### config.mk
export PLATFORM = sky130hd
export DESIGN_NAME = xtea_block_cipher_flat
export DESIGN_NICKNAME = d
export VERILOG_FILES = /design/src/xtea_pkg.sv /design/src/xtea_in_if.sv /design/src/xtea_out_if.sv /design/src/xtea_cfg_if.sv /design/src/xtea_cfg_regs.sv /design/src/xtea_dpath.sv /design/src/xtea_ctrl.sv /design/src/xtea_block_cipher.sv /design/src/flat_wrapper.sv
export SDC_FILE = /design/constraint.sdc
export NUM_CORES = 1
export LEC_CHECK = 0
export BUFFER_PORTS_ARGS = -buffer_cell sky130_fd_sc_hd__buf_2
export CORE_ASPECT_RATIO = 0.8
export CORE_UTILIZATION = 35
export DETAILED_ROUTE_END_ITERATION = 6
export PLACE_DENSITY = 0.59
export REMOVE_ABC_BUFFERS = 1
export SLEW_MARGIN = 40
export SYNTH_ARGS = -nofsm -noshare
export SYNTH_HDL_FRONTEND = slang
export SYNTH_HIERARCHICAL = 1
export SYNTH_SLANG_ARGS = --single-unit
### constraint.sdc
create_clock -name i_clk -period 9.82 [get_ports i_clk]
set_input_delay 1.473 -clock i_clk [delete_from_list [all_inputs] [get_ports i_clk]]
set_output_delay 1.473 -clock i_clk [all_outputs]
set_load 0.01 [all_outputs]
### src/xtea_pkg.sv
`default_nettype none
// ----------------------------------------------------------------------------
// XTEA package
// Shared constants, register indexes, types and the round function.
// ----------------------------------------------------------------------------
package xtea_pkg;

    localparam int unsigned WORD_W   = 32;
    localparam int unsigned ROUNDS_W = 10;
    localparam int unsigned CFG_IDX_W = 3;

    localparam logic [WORD_W-1:0]   XTEA_DELTA  = 32'h9E37_79B9;
    localparam logic [ROUNDS_W-1:0] ROUNDS_RST  = 10'd371;

    // Low bit of the key select field of the running sum for the second half round.
    localparam int unsigned SEL_HI_LSB = 11;

    // Configuration register indexes.
    localparam logic [CFG_IDX_W-1:0] CFG_KEY_WORD_0  = 3'd0;
    localparam logic [CFG_IDX_W-1:0] CFG_KEY_WORD_1  = 3'd1;
    localparam logic [CFG_IDX_W-1:0] CFG_KEY_WORD_2  = 3'd2;
    localparam logic [CFG_IDX_W-1:0] CFG_KEY_WORD_3  = 3'd3;
    localparam logic [CFG_IDX_W-1:0] CFG_ROUND_COUNT = 3'd4;

    typedef logic [3:0][WORD_W-1:0] t_key_words;

    typedef enum logic [1:0] {
        ST_IDLE,
        ST_RUN
    } t_xtea_state;

    typedef struct packed {
        logic load;
        logic step;
        logic capture;
    } t_xtea_cmd;

    typedef struct packed {
        logic done;
    } t_xtea_status;

    // Feistel function: (((x << 4) ^ (x >> 5)) + x) ^ (s + k)
    function automatic logic [WORD_W-1:0] mix(
        input logic [WORD_W-1:0] x,
        input logic [WORD_W-1:0] s,
        input logic [WORD_W-1:0] k
    );
        logic [WORD_W-1:0] shifted;
        shifted = (x << 4) ^ (x >> 5);
        return (shifted + x) ^ (s + k);
    endfunction

endpackage
`default_nettype wire

### src/xtea_in_if.sv
`default_nettype none
// ----------------------------------------------------------------------------
// XTEA input channel
// Carries one block and its action bit per word.
// ----------------------------------------------------------------------------
interface xtea_in_if;
    logic                          valid;
    logic                          ready;
    logic                          action;
    logic [xtea_pkg::WORD_W-1:0]   first_word;
    logic [xtea_pkg::WORD_W-1:0]   second_word;

    modport source (output valid, output action, output first_word,
                    output second_word, input ready);
    modport sink   (input valid, input action, input first_word,
                    input second_word, output ready);
endinterface
`default_nettype wire

### src/xtea_out_if.sv
`default_nettype none
// ----------------------------------------------------------------------------
// XTEA output channel
// Carries one result block per word.
// ----------------------------------------------------------------------------
interface xtea_out_if;
    logic                          valid;
    logic                          ready;
    logic [xtea_pkg::WORD_W-1:0]   out_first_word;
    logic [xtea_pkg::WORD_W-1:0]   out_second_word;

    modport source (output valid, output out_first_word,
                    output out_second_word, input ready);
    modport sink   (input valid, input out_first_word,
                    input out_second_word, output ready);
endinterface
`default_nettype wire

### src/xtea_cfg_if.sv
`default_nettype none
// ----------------------------------------------------------------------------
// XTEA configuration channel
// Carries a register index and write data per word.
// ----------------------------------------------------------------------------
interface xtea_cfg_if;
    logic                            valid;
    logic                            ready;
    logic [xtea_pkg::CFG_IDX_W-1:0]  index;
    logic [xtea_pkg::WORD_W-1:0]     data;

    modport source (output valid, output index, output data, input ready);
    modport sink   (input valid, input index, input data, output ready);
endinterface
`default_nettype wire

### src/xtea_cfg_regs.sv
`default_nettype none
// ----------------------------------------------------------------------------
// XTEA configuration registers
// Holds the four key words and the round count.
// ----------------------------------------------------------------------------
module xtea_cfg_regs (
    input  wire logic                            i_clk,
    input  wire logic                            i_rst_n,
    input  wire logic                            i_wr_en,
    input  wire logic [xtea_pkg::CFG_IDX_W-1:0]  i_wr_index,
    input  wire logic [xtea_pkg::WORD_W-1:0]     i_wr_data,
    output xtea_pkg::t_key_words                 o_key,
    output logic [xtea_pkg::ROUNDS_W-1:0]        o_round_count
);

    xtea_pkg::t_key_words                 r_key;
    logic [xtea_pkg::ROUNDS_W-1:0]        r_round_count;

    always_ff @(posedge i_clk) begin
        if (!i_rst_n) begin
            r_key         <= '0;
            r_round_count <= xtea_pkg::ROUNDS_RST;
        end else if (i_wr_en) begin
            case (i_wr_index)
                xtea_pkg::CFG_KEY_WORD_0:  r_key[0] <= i_wr_data;
                xtea_pkg::CFG_KEY_WORD_1:  r_key[1] <= i_wr_data;
                xtea_pkg::CFG_KEY_WORD_2:  r_key[2] <= i_wr_data;
                xtea_pkg::CFG_KEY_WORD_3:  r_key[3] <= i_wr_data;
                xtea_pkg::CFG_ROUND_COUNT: begin
                    r_round_count <= i_wr_data[xtea_pkg::ROUNDS_W-1:0];
                end
                default: ;  // Unknown indexes are dropped.
            endcase
        end
    end

    assign o_key         = r_key;
    assign o_round_count = r_round_count;

endmodule
`default_nettype wire

### src/xtea_dpath.sv
`default_nettype none
// ----------------------------------------------------------------------------
// XTEA datapath
// Block halves, running sum, round counter and one shared half-round unit.
// ----------------------------------------------------------------------------
module xtea_dpath (
    input  wire logic                            i_clk,
    input  wire logic                            i_rst_n,
    input  wire xtea_pkg::t_xtea_cmd             i_cmd,
    input  wire logic                            i_action,
    input  wire logic [xtea_pkg::WORD_W-1:0]     i_first_word,
    input  wire logic [xtea_pkg::WORD_W-1:0]     i_second_word,
    input  wire xtea_pkg::t_key_words            i_key,
    input  wire logic [xtea_pkg::ROUNDS_W-1:0]   i_round_count,
    output xtea_pkg::t_xtea_status               o_status,
    output logic [xtea_pkg::WORD_W-1:0]          o_out_first_word,
    output logic [xtea_pkg::WORD_W-1:0]          o_out_second_word
);

    logic [xtea_pkg::WORD_W-1:0]   r_left,  n_left;
    logic [xtea_pkg::WORD_W-1:0]   r_right, n_right;
    logic [xtea_pkg::WORD_W-1:0]   r_sum,   n_sum;
    logic [xtea_pkg::ROUNDS_W-1:0] r_rounds, n_rounds;
    logic                          r_phase, n_phase;
    logic                          r_decrypt, n_decrypt;
    logic [xtea_pkg::WORD_W-1:0]   r_out_first, r_out_second;

    logic                          use_left;
    logic [1:0]                    key_sel;
    logic [xtea_pkg::WORD_W-1:0]   mix_x;
    logic [xtea_pkg::WORD_W-1:0]   mix_f;
    logic [xtea_pkg::WORD_W-1:0]   target;
    logic [xtea_pkg::WORD_W-1:0]   updated;

    // The first half round of encrypt and the second of decrypt mix the
    // right half into the left; the other two mix the left into the right.
    always_comb begin
        use_left = r_phase ^ r_decrypt;
        mix_x    = use_left ? r_left : r_right;
        target   = use_left ? r_right : r_left;
        key_sel  = use_left ? r_sum[xtea_pkg::SEL_HI_LSB +: 2] : r_sum[1:0];
        mix_f    = xtea_pkg::mix(mix_x, r_sum, i_key[key_sel]);
        updated  = r_decrypt ? (target - mix_f) : (target + mix_f);
    end

    always_comb begin
        n_left    = r_left;
        n_right   = r_right;
        n_sum     = r_sum;
        n_rounds  = r_rounds;
        n_phase   = r_phase;
        n_decrypt = r_decrypt;
        if (i_cmd.load) begin
            n_left    = i_first_word;
            n_right   = i_second_word;
            n_decrypt = i_action;
            n_rounds  = '0;
            n_phase   = 1'b0;
            n_sum     = i_action
                      ? xtea_pkg::WORD_W'(xtea_pkg::XTEA_DELTA
                            * xtea_pkg::WORD_W'(i_round_count))
                      : '0;
        end else if (i_cmd.step) begin
            if (use_left) begin
                n_right = updated;
            end else begin
                n_left = updated;
            end
            if (!r_phase) begin
                n_sum = r_decrypt ? (r_sum - xtea_pkg::XTEA_DELTA)
                                  : (r_sum + xtea_pkg::XTEA_DELTA);
            end else begin
                n_rounds = r_rounds + 1'b1;
            end
            n_phase = ~r_phase;
        end
    end

    always_ff @(posedge i_clk) begin
        if (!i_rst_n) begin
            r_left    <= '0;
            r_right   <= '0;
            r_sum     <= '0;
            r_rounds  <= '0;
            r_phase   <= 1'b0;
            r_decrypt <= 1'b0;
        end else begin
            r_left    <= n_left;
            r_right   <= n_right;
            r_sum     <= n_sum;
            r_rounds  <= n_rounds;
            r_phase   <= n_phase;
            r_decrypt <= n_decrypt;
        end
    end

    always_ff @(posedge i_clk) begin
        if (i_cmd.capture) begin
            r_out_first  <= r_left;
            r_out_second <= r_right;
        end
    end

    assign o_status.done     = (r_rounds == i_round_count) && !r_phase;
    assign o_out_first_word  = r_out_first;
    assign o_out_second_word = r_out_second;

    a_load_clears: assert property (@(posedge i_clk) disable iff (!i_rst_n)
        i_cmd.load |=> (r_rounds == '0) && !r_phase)
        else $error("load did not clear the round counter and phase");

    a_phase_toggles: assert property (@(posedge i_clk) disable iff (!i_rst_n)
        (i_cmd.step && !i_cmd.load) |=> (r_phase != $past(r_phase)))
        else $error("half-round phase did not toggle on a step");

endmodule
`default_nettype wire

### src/xtea_ctrl.sv
`default_nettype none
// ----------------------------------------------------------------------------
// XTEA controller
// Sequences load, half-round steps and result capture; owns output valid.
// ----------------------------------------------------------------------------
module xtea_ctrl (
    input  wire logic                   i_clk,
    input  wire logic                   i_rst_n,
    input  wire logic                   i_in_valid,
    output logic                        o_in_ready,
    output logic                        o_out_valid,
    input  wire logic                   i_out_ready,
    input  wire xtea_pkg::t_xtea_status i_status,
    output xtea_pkg::t_xtea_cmd         o_cmd
);

    xtea_pkg::t_xtea_state r_state, n_state;
    logic                  r_out_valid, n_out_valid;
    logic                  slot_free;

    always_ff @(posedge i_clk) begin
        if (!i_rst_n) begin
            r_state     <= xtea_pkg::ST_IDLE;
            r_out_valid <= 1'b0;
        end else begin
            r_state     <= n_state;
            r_out_valid <= n_out_valid;
        end
    end

    always_comb begin
        n_state     = r_state;
        n_out_valid = r_out_valid;
        o_cmd       = '0;
        o_in_ready  = 1'b0;
        // The result register can take a new block when empty or being read.
        slot_free   = !r_out_valid || i_out_ready;

        if (r_out_valid && i_out_ready) begin
            n_out_valid = 1'b0;
        end

        case (r_state)
            xtea_pkg::ST_IDLE: begin
                o_in_ready = 1'b1;
                if (i_in_valid) begin
                    o_cmd.load = 1'b1;
                    n_state    = xtea_pkg::ST_RUN;
                end
            end
            xtea_pkg::ST_RUN: begin
                if (!i_status.done) begin
                    o_cmd.step = 1'b1;
                end else if (slot_free) begin
                    o_cmd.capture = 1'b1;
                    n_out_valid   = 1'b1;
                    n_state       = xtea_pkg::ST_IDLE;
                end
            end
            default: begin
                n_state = xtea_pkg::ST_IDLE;
            end
        endcase
    end

    assign o_out_valid = r_out_valid;

    a_no_overwrite: assert property (@(posedge i_clk) disable iff (!i_rst_n)
        o_cmd.capture |-> (!r_out_valid || i_out_ready))
        else $error("capture would overwrite an unread result");

    a_no_step_when_done: assert property (@(posedge i_clk) disable iff (!i_rst_n)
        o_cmd.step |-> !i_status.done)
        else $error("step issued after the last round");

    a_capture_sets_valid: assert property (@(posedge i_clk) disable iff (!i_rst_n)
        o_cmd.capture |=> o_out_valid)
        else $error("captured result not presented");

    a_accept_starts_run: assert property (@(posedge i_clk) disable iff (!i_rst_n)
        (i_in_valid && o_in_ready) |=> (r_state == xtea_pkg::ST_RUN))
        else $error("accepted block did not start a run");

endmodule
`default_nettype wire

### src/xtea_block_cipher.sv
`default_nettype none
// ----------------------------------------------------------------------------
// XTEA block cipher engine
// Flow: a block is accepted while idle, then stepped one half round per cycle
//   and at the end of the run captured into the result register.
// Input: a new block is taken only after the previous run has been captured;
//   the single shared half-round unit in the datapath keeps one block in work.
// Reset: synchronous, active low; the key clears to zero, the round count
//   returns to 371, the engine goes idle and the result register empties.
// ----------------------------------------------------------------------------
// Encrypts or decrypts one 64-bit block per input word with a 128-bit key
// held in configuration registers. The controller loads a block, steps the
// datapath through 2*N half rounds and then copies the halves into a result
// register. That register parts the two sides: the engine takes the next
// block while the previous result still waits on the output channel, and
// stalls at the end of a run only if the old result has not been taken.
//
// Decryption starts the running sum at delta times N, computed once at load
// with a single constant multiply; a count of zero passes a block through
// unchanged in both directions. The configuration port is always ready and
// drops writes to unknown indexes.
// ----------------------------------------------------------------------------
module xtea_block_cipher (
    input  wire logic        i_clk,
    input  wire logic        i_rst_n,
    xtea_in_if.sink          i_in,
    xtea_out_if.source       o_out,
    xtea_cfg_if.sink         i_cfg
);

    xtea_pkg::t_key_words                 key;
    logic [xtea_pkg::ROUNDS_W-1:0]        round_count;
    xtea_pkg::t_xtea_cmd                  cmd;
    xtea_pkg::t_xtea_status               status;
    logic                                 cfg_wr;

    // Configuration writes are taken in every cycle.
    assign i_cfg.ready = 1'b1;
    assign cfg_wr      = i_cfg.valid;

    xtea_cfg_regs u_cfg (
        .i_clk         (i_clk),
        .i_rst_n       (i_rst_n),
        .i_wr_en       (cfg_wr),
        .i_wr_index    (i_cfg.index),
        .i_wr_data     (i_cfg.data),
        .o_key         (key),
        .o_round_count (round_count)
    );

    // The controller decides when a word is taken and when a result shows.
    xtea_ctrl u_ctrl (
        .i_clk       (i_clk),
        .i_rst_n     (i_rst_n),
        .i_in_valid  (i_in.valid),
        .o_in_ready  (i_in.ready),
        .o_out_valid (o_out.valid),
        .i_out_ready (o_out.ready),
        .i_status    (status),
        .o_cmd       (cmd)
    );

    // The datapath holds the block, the running sum and the round counter.
    xtea_dpath u_dpath (
        .i_clk             (i_clk),
        .i_rst_n           (i_rst_n),
        .i_cmd             (cmd),
        .i_action          (i_in.action),
        .i_first_word      (i_in.first_word),
        .i_second_word     (i_in.second_word),
        .i_key             (key),
        .i_round_count     (round_count),
        .o_status          (status),
        .o_out_first_word  (o_out.out_first_word),
        .o_out_second_word (o_out.out_second_word)
    );

endmodule
`default_nettype wire

### src/flat_wrapper.sv
// flat-port wrapper written by rule: the top's interface ports become plain ports
module xtea_block_cipher_flat 
  (i_clk, i_rst_n, i_in_valid, i_in_action, i_in_first_word, i_in_second_word, i_in_ready, o_out_valid, o_out_out_first_word, o_out_out_second_word, o_out_ready, i_cfg_valid, i_cfg_index, i_cfg_data, i_cfg_ready);
  xtea_in_if i_in_i ();
  xtea_out_if o_out_i ();
  xtea_cfg_if i_cfg_i ();
  input  wire logic i_clk;
  input  wire logic i_rst_n;
  input wire logic [$bits(i_in_i.valid)-1:0] i_in_valid;
  input wire logic [$bits(i_in_i.action)-1:0] i_in_action;
  input wire logic [$bits(i_in_i.first_word)-1:0] i_in_first_word;
  input wire logic [$bits(i_in_i.second_word)-1:0] i_in_second_word;
  output wire logic [$bits(i_in_i.ready)-1:0] i_in_ready;
  output wire logic [$bits(o_out_i.valid)-1:0] o_out_valid;
  output wire logic [$bits(o_out_i.out_first_word)-1:0] o_out_out_first_word;
  output wire logic [$bits(o_out_i.out_second_word)-1:0] o_out_out_second_word;
  input wire logic [$bits(o_out_i.ready)-1:0] o_out_ready;
  input wire logic [$bits(i_cfg_i.valid)-1:0] i_cfg_valid;
  input wire logic [$bits(i_cfg_i.index)-1:0] i_cfg_index;
  input wire logic [$bits(i_cfg_i.data)-1:0] i_cfg_data;
  output wire logic [$bits(i_cfg_i.ready)-1:0] i_cfg_ready;
  assign i_in_i.valid = i_in_valid;
  assign i_in_i.action = i_in_action;
  assign i_in_i.first_word = i_in_first_word;
  assign i_in_i.second_word = i_in_second_word;
  assign i_in_ready = i_in_i.ready;
  assign o_out_valid = o_out_i.valid;
  assign o_out_out_first_word = o_out_i.out_first_word;
  assign o_out_out_second_word = o_out_i.out_second_word;
  assign o_out_i.ready = o_out_ready;
  assign i_cfg_i.valid = i_cfg_valid;
  assign i_cfg_i.index = i_cfg_index;
  assign i_cfg_i.data = i_cfg_data;
  assign i_cfg_ready = i_cfg_i.ready;
  xtea_block_cipher u_core (.i_clk(i_clk), .i_rst_n(i_rst_n), .i_in(i_in_i), .o_out(o_out_i), .i_cfg(i_cfg_i));
endmodule
==> results of run 1 <==
[through the flow]
step           instance area [um2]  TNS (ns)  hold WS [ns]
6_report                     28000         0         0.456
5_1_grt                      28000         0         0.466
4_1_cts                      28000         0         0.455
3_5_place_dp                 26800         0         0.445
3_3_place_gp                 26800         0         0.441
2_1_floorplan                24400   -107.98         0.432
[routing by layer]
layer	routed length [um]	up-vias	part of all wire (%)
met2	29600	525	41
met1	37400	9980	51
met3	4530	75	6.2
li1	-	10300	-
met4	1290	0	1.8
met5	0	-	0
[cell families after synthesis]
| logic type | Yosys count | synth area share (%) |
|---|---|---|
| flip-flops | 312 | 27.6 |
| multiplexers | 194 | 9.38 |
| XOR/XNOR | 225 | 8.16 |
| AO/OA/AOI/OAI | 639 | 16.8 |
| adder cells (fa/ha/maj) | 297 | 17.6 |
| AND/OR/NAND/NOR | 892 | 16.0 |
| buffers and inverters | 286 | 4.60 |
| other | 1 | 0.0150 |
[path summary, 6_finish.rpt]
check	from	to
worst max-delay path	u_core/u_dpath/r_phase	u_core/u_dpath/r_left[31]
worst min register to register	u_core/u_cfg/o_key[19]	u_core/u_cfg/o_key[19]
worst max register to register	u_core/u_dpath/r_phase	u_core/u_dpath/r_left[31]
worst min-delay path	u_core/u_cfg/o_key[19]	u_core/u_cfg/o_key[19]
[cell type report]
cell class	count	share of cell area, %
timing repair buffer	197	3.82
tap	934	4.17
inverter	160	2.14
clock inverter	17	0.693
multi-input combinational	2248	61.0
sequential	312	24.6
clock buffer	48	3.60
[worst max-delay path: cells and delay by family, from the launching register on]
kind	cells	cell delay [ns]
compound gates	14	3.04
xor+xnor	4	0.94
fa+ha+maj	2	0.78
buf+inv	3	0.89
flops	1	0.69
mux	1	0.62
simple gates	6	1.33
[cells in the final DEF, fill, tap and decap left out, types with 7 or more instances in the layout]
cell type | synthesis | final
or2_2 | 9 | 9
a21o_1 | 71 | 71
o211a_1 | 10 | 10
a221oi_1 | 10 | 10
fa_1 | 90 | 90
dfxtp_1 | 248 | 247
a311oi_1 | 11 | 11
a21oi_1 | 189 | 187
and2_1 | 16 | 16
nor2b_1 | 25 | 23
o21a_1 | 31 | 31
buf_4 | 11 | 25
o221ai_1 | 20 | 20
and3_1 | 28 | 28
a211oi_1 | 25 | 25
nor3_1 | 30 | 30
xor2_1 | 80 | 79
xnor2_1 | 140 | 139
ha_1 | 207 | 207
nor2_1 | 186 | 183
o211ai_1 | 15 | 15
o31ai_1 | 9 | 9
a22oi_1 | 7 | 7
a31oi_1 | 35 | 35
or3_1 | 19 | 19
o21bai_1 | 12 | 12
inv_1 | 158 | 158
o21ai_0 | 119 | 119
clkbuf_16 | 0 | 38
buf_2 | 9 | 169
mux4_2 | 32 | 32
nand2b_1 | 16 | 16
a211o_1 | 8 | 8
nand4_1 | 15 | 15
nand2_1 | 463 | 462
clkbuf_1 | 95 | 8
mux2i_1 | 160 | 160
nand3_1 | 40 | 40
edfxtp_1 | 64 | 64
[report_power, final]
part	leakage (uW)	internal, uW	switching (uW)	total, uW
sequential	0.00261	1400	111	1520
combinational	0.00939	1580	2260	3840
clock	0.000585	812	577	1390
[sequential cells by signal, summed over array words and instances (netlist names)]
name / count
u_core/u_dpath/r_phase: 1
u_core/u_dpath/r_right: 32
u_core/u_dpath/o_out_second_word: 32
u_core/u_cfg/o_key: 128
u_core/u_ctrl/r_state: 1
u_core/u_dpath/r_decrypt: 1
u_core/u_ctrl/o_out_valid: 1
u_core/u_dpath/r_rounds: 10
u_core/u_dpath/r_sum: 32
u_core/u_cfg/o_round_count: 10
u_core/u_dpath/o_out_first_word: 32
u_core/u_dpath/r_left: 32
==> results.md, run 1 <==
* Routed vias/inst at around 5.3
* GRT busiest layer: met1
* Post-CTS Resized at 0
* Sequential-to-total area share from yosys stat at around 28%
* Util after Layout at slightly below 40%
* Detailed Route Iter0 Violations at roughly 1.6k
* Routed Antenna Nets at 0
* CP dominant cell by count: a21oi_1
* Startpoint types: register
* Hold Crit Depth at 2
* Met2 usage at 28.9%
* DRC violations left at 0
* Layout area overhead at 12.0%
* Syn Area/Cell at around 8.8 um2
* Initial cell density of the core at between 30% and 40%
* DR vias at 20.9k
* Synth cell types at between 80 and 90
* CP max-delay cell: dfxtp_1
* Num ports at between 150 and 200
* Final WS setup at around 1.4 ns
* Clk root buf: clkbuf_16
* Routing usage on met1 at 30.5%
* GPL Wtd Cong at ~0.91
* Postcts setup bufs at 0
* Num CTS Buffers at 36
* Register area at just under 0.007 mm2
* Die Ht at between 200 and 250 um
* PortBufs at between 150 and 200
* CTS tree: done
* Final period util at 85.5%
* Ys flop type: dfxtp_1
* CP required at around 10 ns
* Slew @ Worst Pin at roughly 0.8 ns
* Vias in the first global route at approximately 19k
* Setup-failing EPs final at 0
* Synthesized flop and latch total at ~310
* Critical Path End Type: register
* WP data arrival at between 8 and 9 ns
* H-tree Lvls at 2
* GR Overflow Total at 0
* Commonest cells in the netlist: nand2_1, dfxtp_1, ha_1
* Max-Cap Viols at 0
* Max incr delay on CP at 0.69 ns
* DP Wirelength at between 50000 and 60000 um
* Setup Crit Path Kind: reg -> reg
* Pins over their slew limit at 0
* GR Util met3 at ~3.3%
* Ant diodes at 0
* Drt wl/cell at 18.6 um
* Fmax at 119 MHz
* Worst reg-to-reg setup slack at 1.42 ns
* Antenna violations before repair at 0
* Clk Latency, worst-skew pair at 0.57 ns
* EDFF count, synth at between 60 and 70
* Total leakage power at about 0.013 uW
* Fraction of registers with async set/reset at 0%
* Status: completed
* First-pass GRT wire length at between 100000 and 150000 um
* Rows at 87
* Largest net degree at the start of global routing at between 80 and 90
* Mapped Cells at around 2.8k
* DIE AREA at ~0.072 mm2
* Pwr/cell area at roughly 240 mW/mm2
* Cell with the most instances after synthesis: nand2_1
* Largest area contributor in the netlist: dfxtp_1
* Longest Clk Path Bufs at 3
* Drt first pass iters at 6
* Clock Pin Slew Worst Setup and Hold Paths at ~0.06 ns
* Pwr Total at between 6000 and 7000 uW
* Top post-synthesis cells by area: dfxtp_1, ha_1, edfxtp_1
* Pre-CTS setup slack at 1.08 ns
* Sinks on Clock Net at around 310
* Core region area at 0.0705 mm2
* GRT Total Usage at between 10% and 20%
* Post-route insts no fill at 3916
* Max transition margin at between 40% and 50%
* Area taken by multi-input logic gates at roughly 0.017 mm2
* Cts hold-fix bufs at 0
* Final Hold Viols at 0
* Reg2Reg Depth at 30
* Layout cells sized above 1 at between 10% and 20%
* Die Wd at between 300 and 400 um
* Post-Route WL at roughly 73000 um
* Placed insts at approximately 3.9k
* Final net count at roughly 3.4k
* HP Class: reg -> reg
* Tmin final at between 8 and 9 ns
* Synth Cell Area at approximately 0.025 mm2
* Syn. warnings at 6
* Worst Path Max Fanout at 22
* Post-synth top area share at between 10% and 20%
* # fillers at between 7k and 8k
* Skew final at 0.0289 ns
* Maximum vdd drop at roughly 130 uV
* RSZ-0062 raised after global routing: no
Note: power is estimated with default switching activity, not from simulation.
==> run 2: changes to the inputs <==
--- a/config.mk
+++ b/config.mk
@@ -7,9 +7,9 @@
 export LEC_CHECK = 0
 export BUFFER_PORTS_ARGS = -buffer_cell sky130_fd_sc_hd__buf_2
 export CORE_ASPECT_RATIO = 0.8
-export CORE_UTILIZATION = 35
+export CORE_UTILIZATION = 40
 export DETAILED_ROUTE_END_ITERATION = 6
-export PLACE_DENSITY = 0.59
+export PLACE_DENSITY = 0.65
 export REMOVE_ABC_BUFFERS = 1
 export SLEW_MARGIN = 40
 export SYNTH_ARGS = -nofsm -noshare
==> run 2 against run 1 <==
Core utilization up 5.6 points. Clock skew down 0.0090 ns. Via count up 1.3%. Critical path depth down 2. Cell count down 2.8%. Count of clock-buffer cells in the layout down 3. Non-clock buffer count down 2. Global-route usage up 2.1 points.
==> results.md, run 2 (synthesis gave the netlist of run 1 again) <==
* DR vias at 21.1k (+1.3%)
* Setup total negative slack at 0 ns (unchanged)
* Die Wd at 281 um (-6.4%)
* DIE AREA at 0.0635 mm2 (-12%)
* Commonest non-fill, non-tap cell in the layout: nand2_1
* Final period util at 85.6% (about the same)
* Pins over their slew limit at 0 (unchanged)
* Tmin final at 8.40 ns (+0.00823 ns)
* Detailed Route Iter0 Violations at 1784 (+9.9%)
* CP max-delay cell: dfxtp_1
* GRT busiest layer: met1
* Clk root buf: clkbuf_16
* GR Util met3 at 4.02% (+0.75 points)
* Num CTS Buffers at 35 (-2.8%)
* Initial cell density of the core at 40.7% (+5.3 points)
* Clk Latency, worst-skew pair at 0.55 ns (-0.02 ns)
* Slew @ Worst Pin at 0.833 ns (+0.0307 ns)
* Sinks on Clock Net at 312 (unchanged)
* Routed vias/inst at 5.55 (+4.2%)
* Routed Antenna Nets at 0 (unchanged)
* Layout area overhead at 11.3%
* Met2 usage at 31.9% (+3.0 points)
* Worst Path Max Fanout at 27 (+23%)
* DP Wirelength at 54100 um (-4.3%)
* WP data arrival at 8.85 ns (about the same)
* H-tree Lvls at 2 (unchanged)
* Num ports at 172 (unchanged)
* DRC violations left at 0 (unchanged)
* Fmax at 119 MHz (about the same)
* RSZ-0062 raised after global routing: no
* Post-Route WL at 70300 um (-3.4%)
* Total leakage power at 0.0126 uW (-0.21%)
* Final Hold Viols at 0 (unchanged)
* GR Overflow Total at 0 (unchanged)
* Pwr Total at 6680 uW (-0.97%)
* CTS tree: done
* Skew final at 0.0199 ns (-0.00896 ns)
* Layout cells sized above 1 at 11.2% (-0.018 points)
* Post-CTS Resized at 0 (unchanged)
* CP required at 10.27 ns (about the same)
* Routing usage on met1 at 33.6% (+3.1 points)
* Maximum vdd drop at 115 uV (-9.0%)
* Cts hold-fix bufs at 0 (unchanged)
* Drt wl/cell at 18.5 um (-0.70%)
* Hold WS at 0.457 ns (+0.00158 ns)
* GRT Total Usage at 22.0% (+2.1 points)
* Max transition margin at 42.9% (-3.1 points)
* Max incr delay on CP at 0.74 ns (+0.05 ns)
* Most frequent cells in the layout: nand2_1, dfxtp_1, ha_1
* Rows at 81 (-6.9%)
* Drt first pass iters at 6 (unchanged)
* First-pass GRT wire length at 111000 um (-2.9%)
* Final net count at 3354 (-0.089%)
* Util after Layout at 45.3% (+5.6 points)
* Startpoint types: register
* Post-route insts no fill at 3808 (-2.8%)
* Setup-failing EPs final at 0 (unchanged)
* Placed insts at 3745 (-2.7%)
* Max-Cap Viols at 0 (unchanged)
* Core region area at 0.0614 mm2 (-13%)
* HP Class: reg -> reg
* Postcts setup bufs at 0 (unchanged)
* Setup Crit Path Kind: reg -> reg
* Status: completed
* Die Ht at 226 um (-6.4%)
* Pwr/cell area at 240 mW/mm2 (-0.35%)
* Max reg flops at 128 (unchanged)
* Critical Path End Type: register
* Clock Pin Slew Worst Setup and Hold Paths at 0.06 ns (about the same)
* Largest net degree at the start of global routing at 80 (-3.6%)
* Antenna violations before repair at 0 (unchanged)
* PortBufs at 170 (unchanged)
* Ant diodes at 0 (unchanged)
* GPL Wtd Cong at 0.950 (+4.3%)
* Vias in the first global route at 19.6k (+0.47%)
* Longest Clk Path Bufs at 3 (unchanged)
[run 2: changes by cell type in the layout (fill, tap and decap cells not counted), sizes merged]
cell / change
buf: -2
clkbuf: -3
clkinvlp: +1
[run 2: layer usage]
layer  share of wire, %  up-vias
met5                  0        -
met4                1.6        0
met3                7.4       77
met2                 41      670
met1                 50    10100
li1                   -    10300
[run 2: through the flow]
stage	cell area (um2)	setup slack [ns]
final	27800	1.42
after global routing	27800	0.721
after CTS	27800	1.40
after detailed placement	26600	1.47
after global placement	26600	1.61
after floorplan	24400	-2.89
[run 2: layout make-up]
| cell class | count | area (um2) |
|---|---|---|
| clock buffers | 45 | 955 |
| clock inverters | 18 | 211 |
| fillers | 6030 | 33600 |
| inverters | 160 | 601 |
| multi-input cells | 2248 | 17100 |
| flip-flops and latches | 312 | 6890 |
| well taps | 830 | 1040 |
| repair buffers | 195 | 1050 |
[run 2: power breakdown]
group          leakage, uW  switching (uW)  internal (uW)
sequential         0.00261             111           1400
combinational      0.00939            2240           1580
clock             0.000568             566            780
total               0.0126            2920           3760
[run 2: path summary, 6_finish.rpt]
path | from | end | slack (ns) | cells after the start
hold / removal | u_core/u_cfg/o_key[10] | u_core/u_cfg/o_key[10] | 0.46 | 2
setup reg to reg | u_core/u_dpath/r_phase | u_core/u_dpath/r_right[31] | 1.42 | 28
setup / recovery | u_core/u_dpath/r_phase | u_core/u_dpath/r_right[31] | 1.42 | 28
hold reg to reg | u_core/u_cfg/o_key[10] | u_core/u_cfg/o_key[10] | 0.46 | 2
[run 2: worst max-delay path: cells and delay by family, from the launching register on]
| kind | cells | cell delay, ns |
|---|---|---|
| multiplexers | 2 | 1.00 |
| flip-flops | 1 | 0.74 |
| XOR/XNOR | 4 | 1.03 |
| AND/OR/NAND/NOR | 9 | 2.13 |
| AO/OA/AOI/OAI | 10 | 2.05 |
| buffers and inverters | 1 | 0.54 |
| adder cells (fa/ha/maj) | 2 | 0.76 |
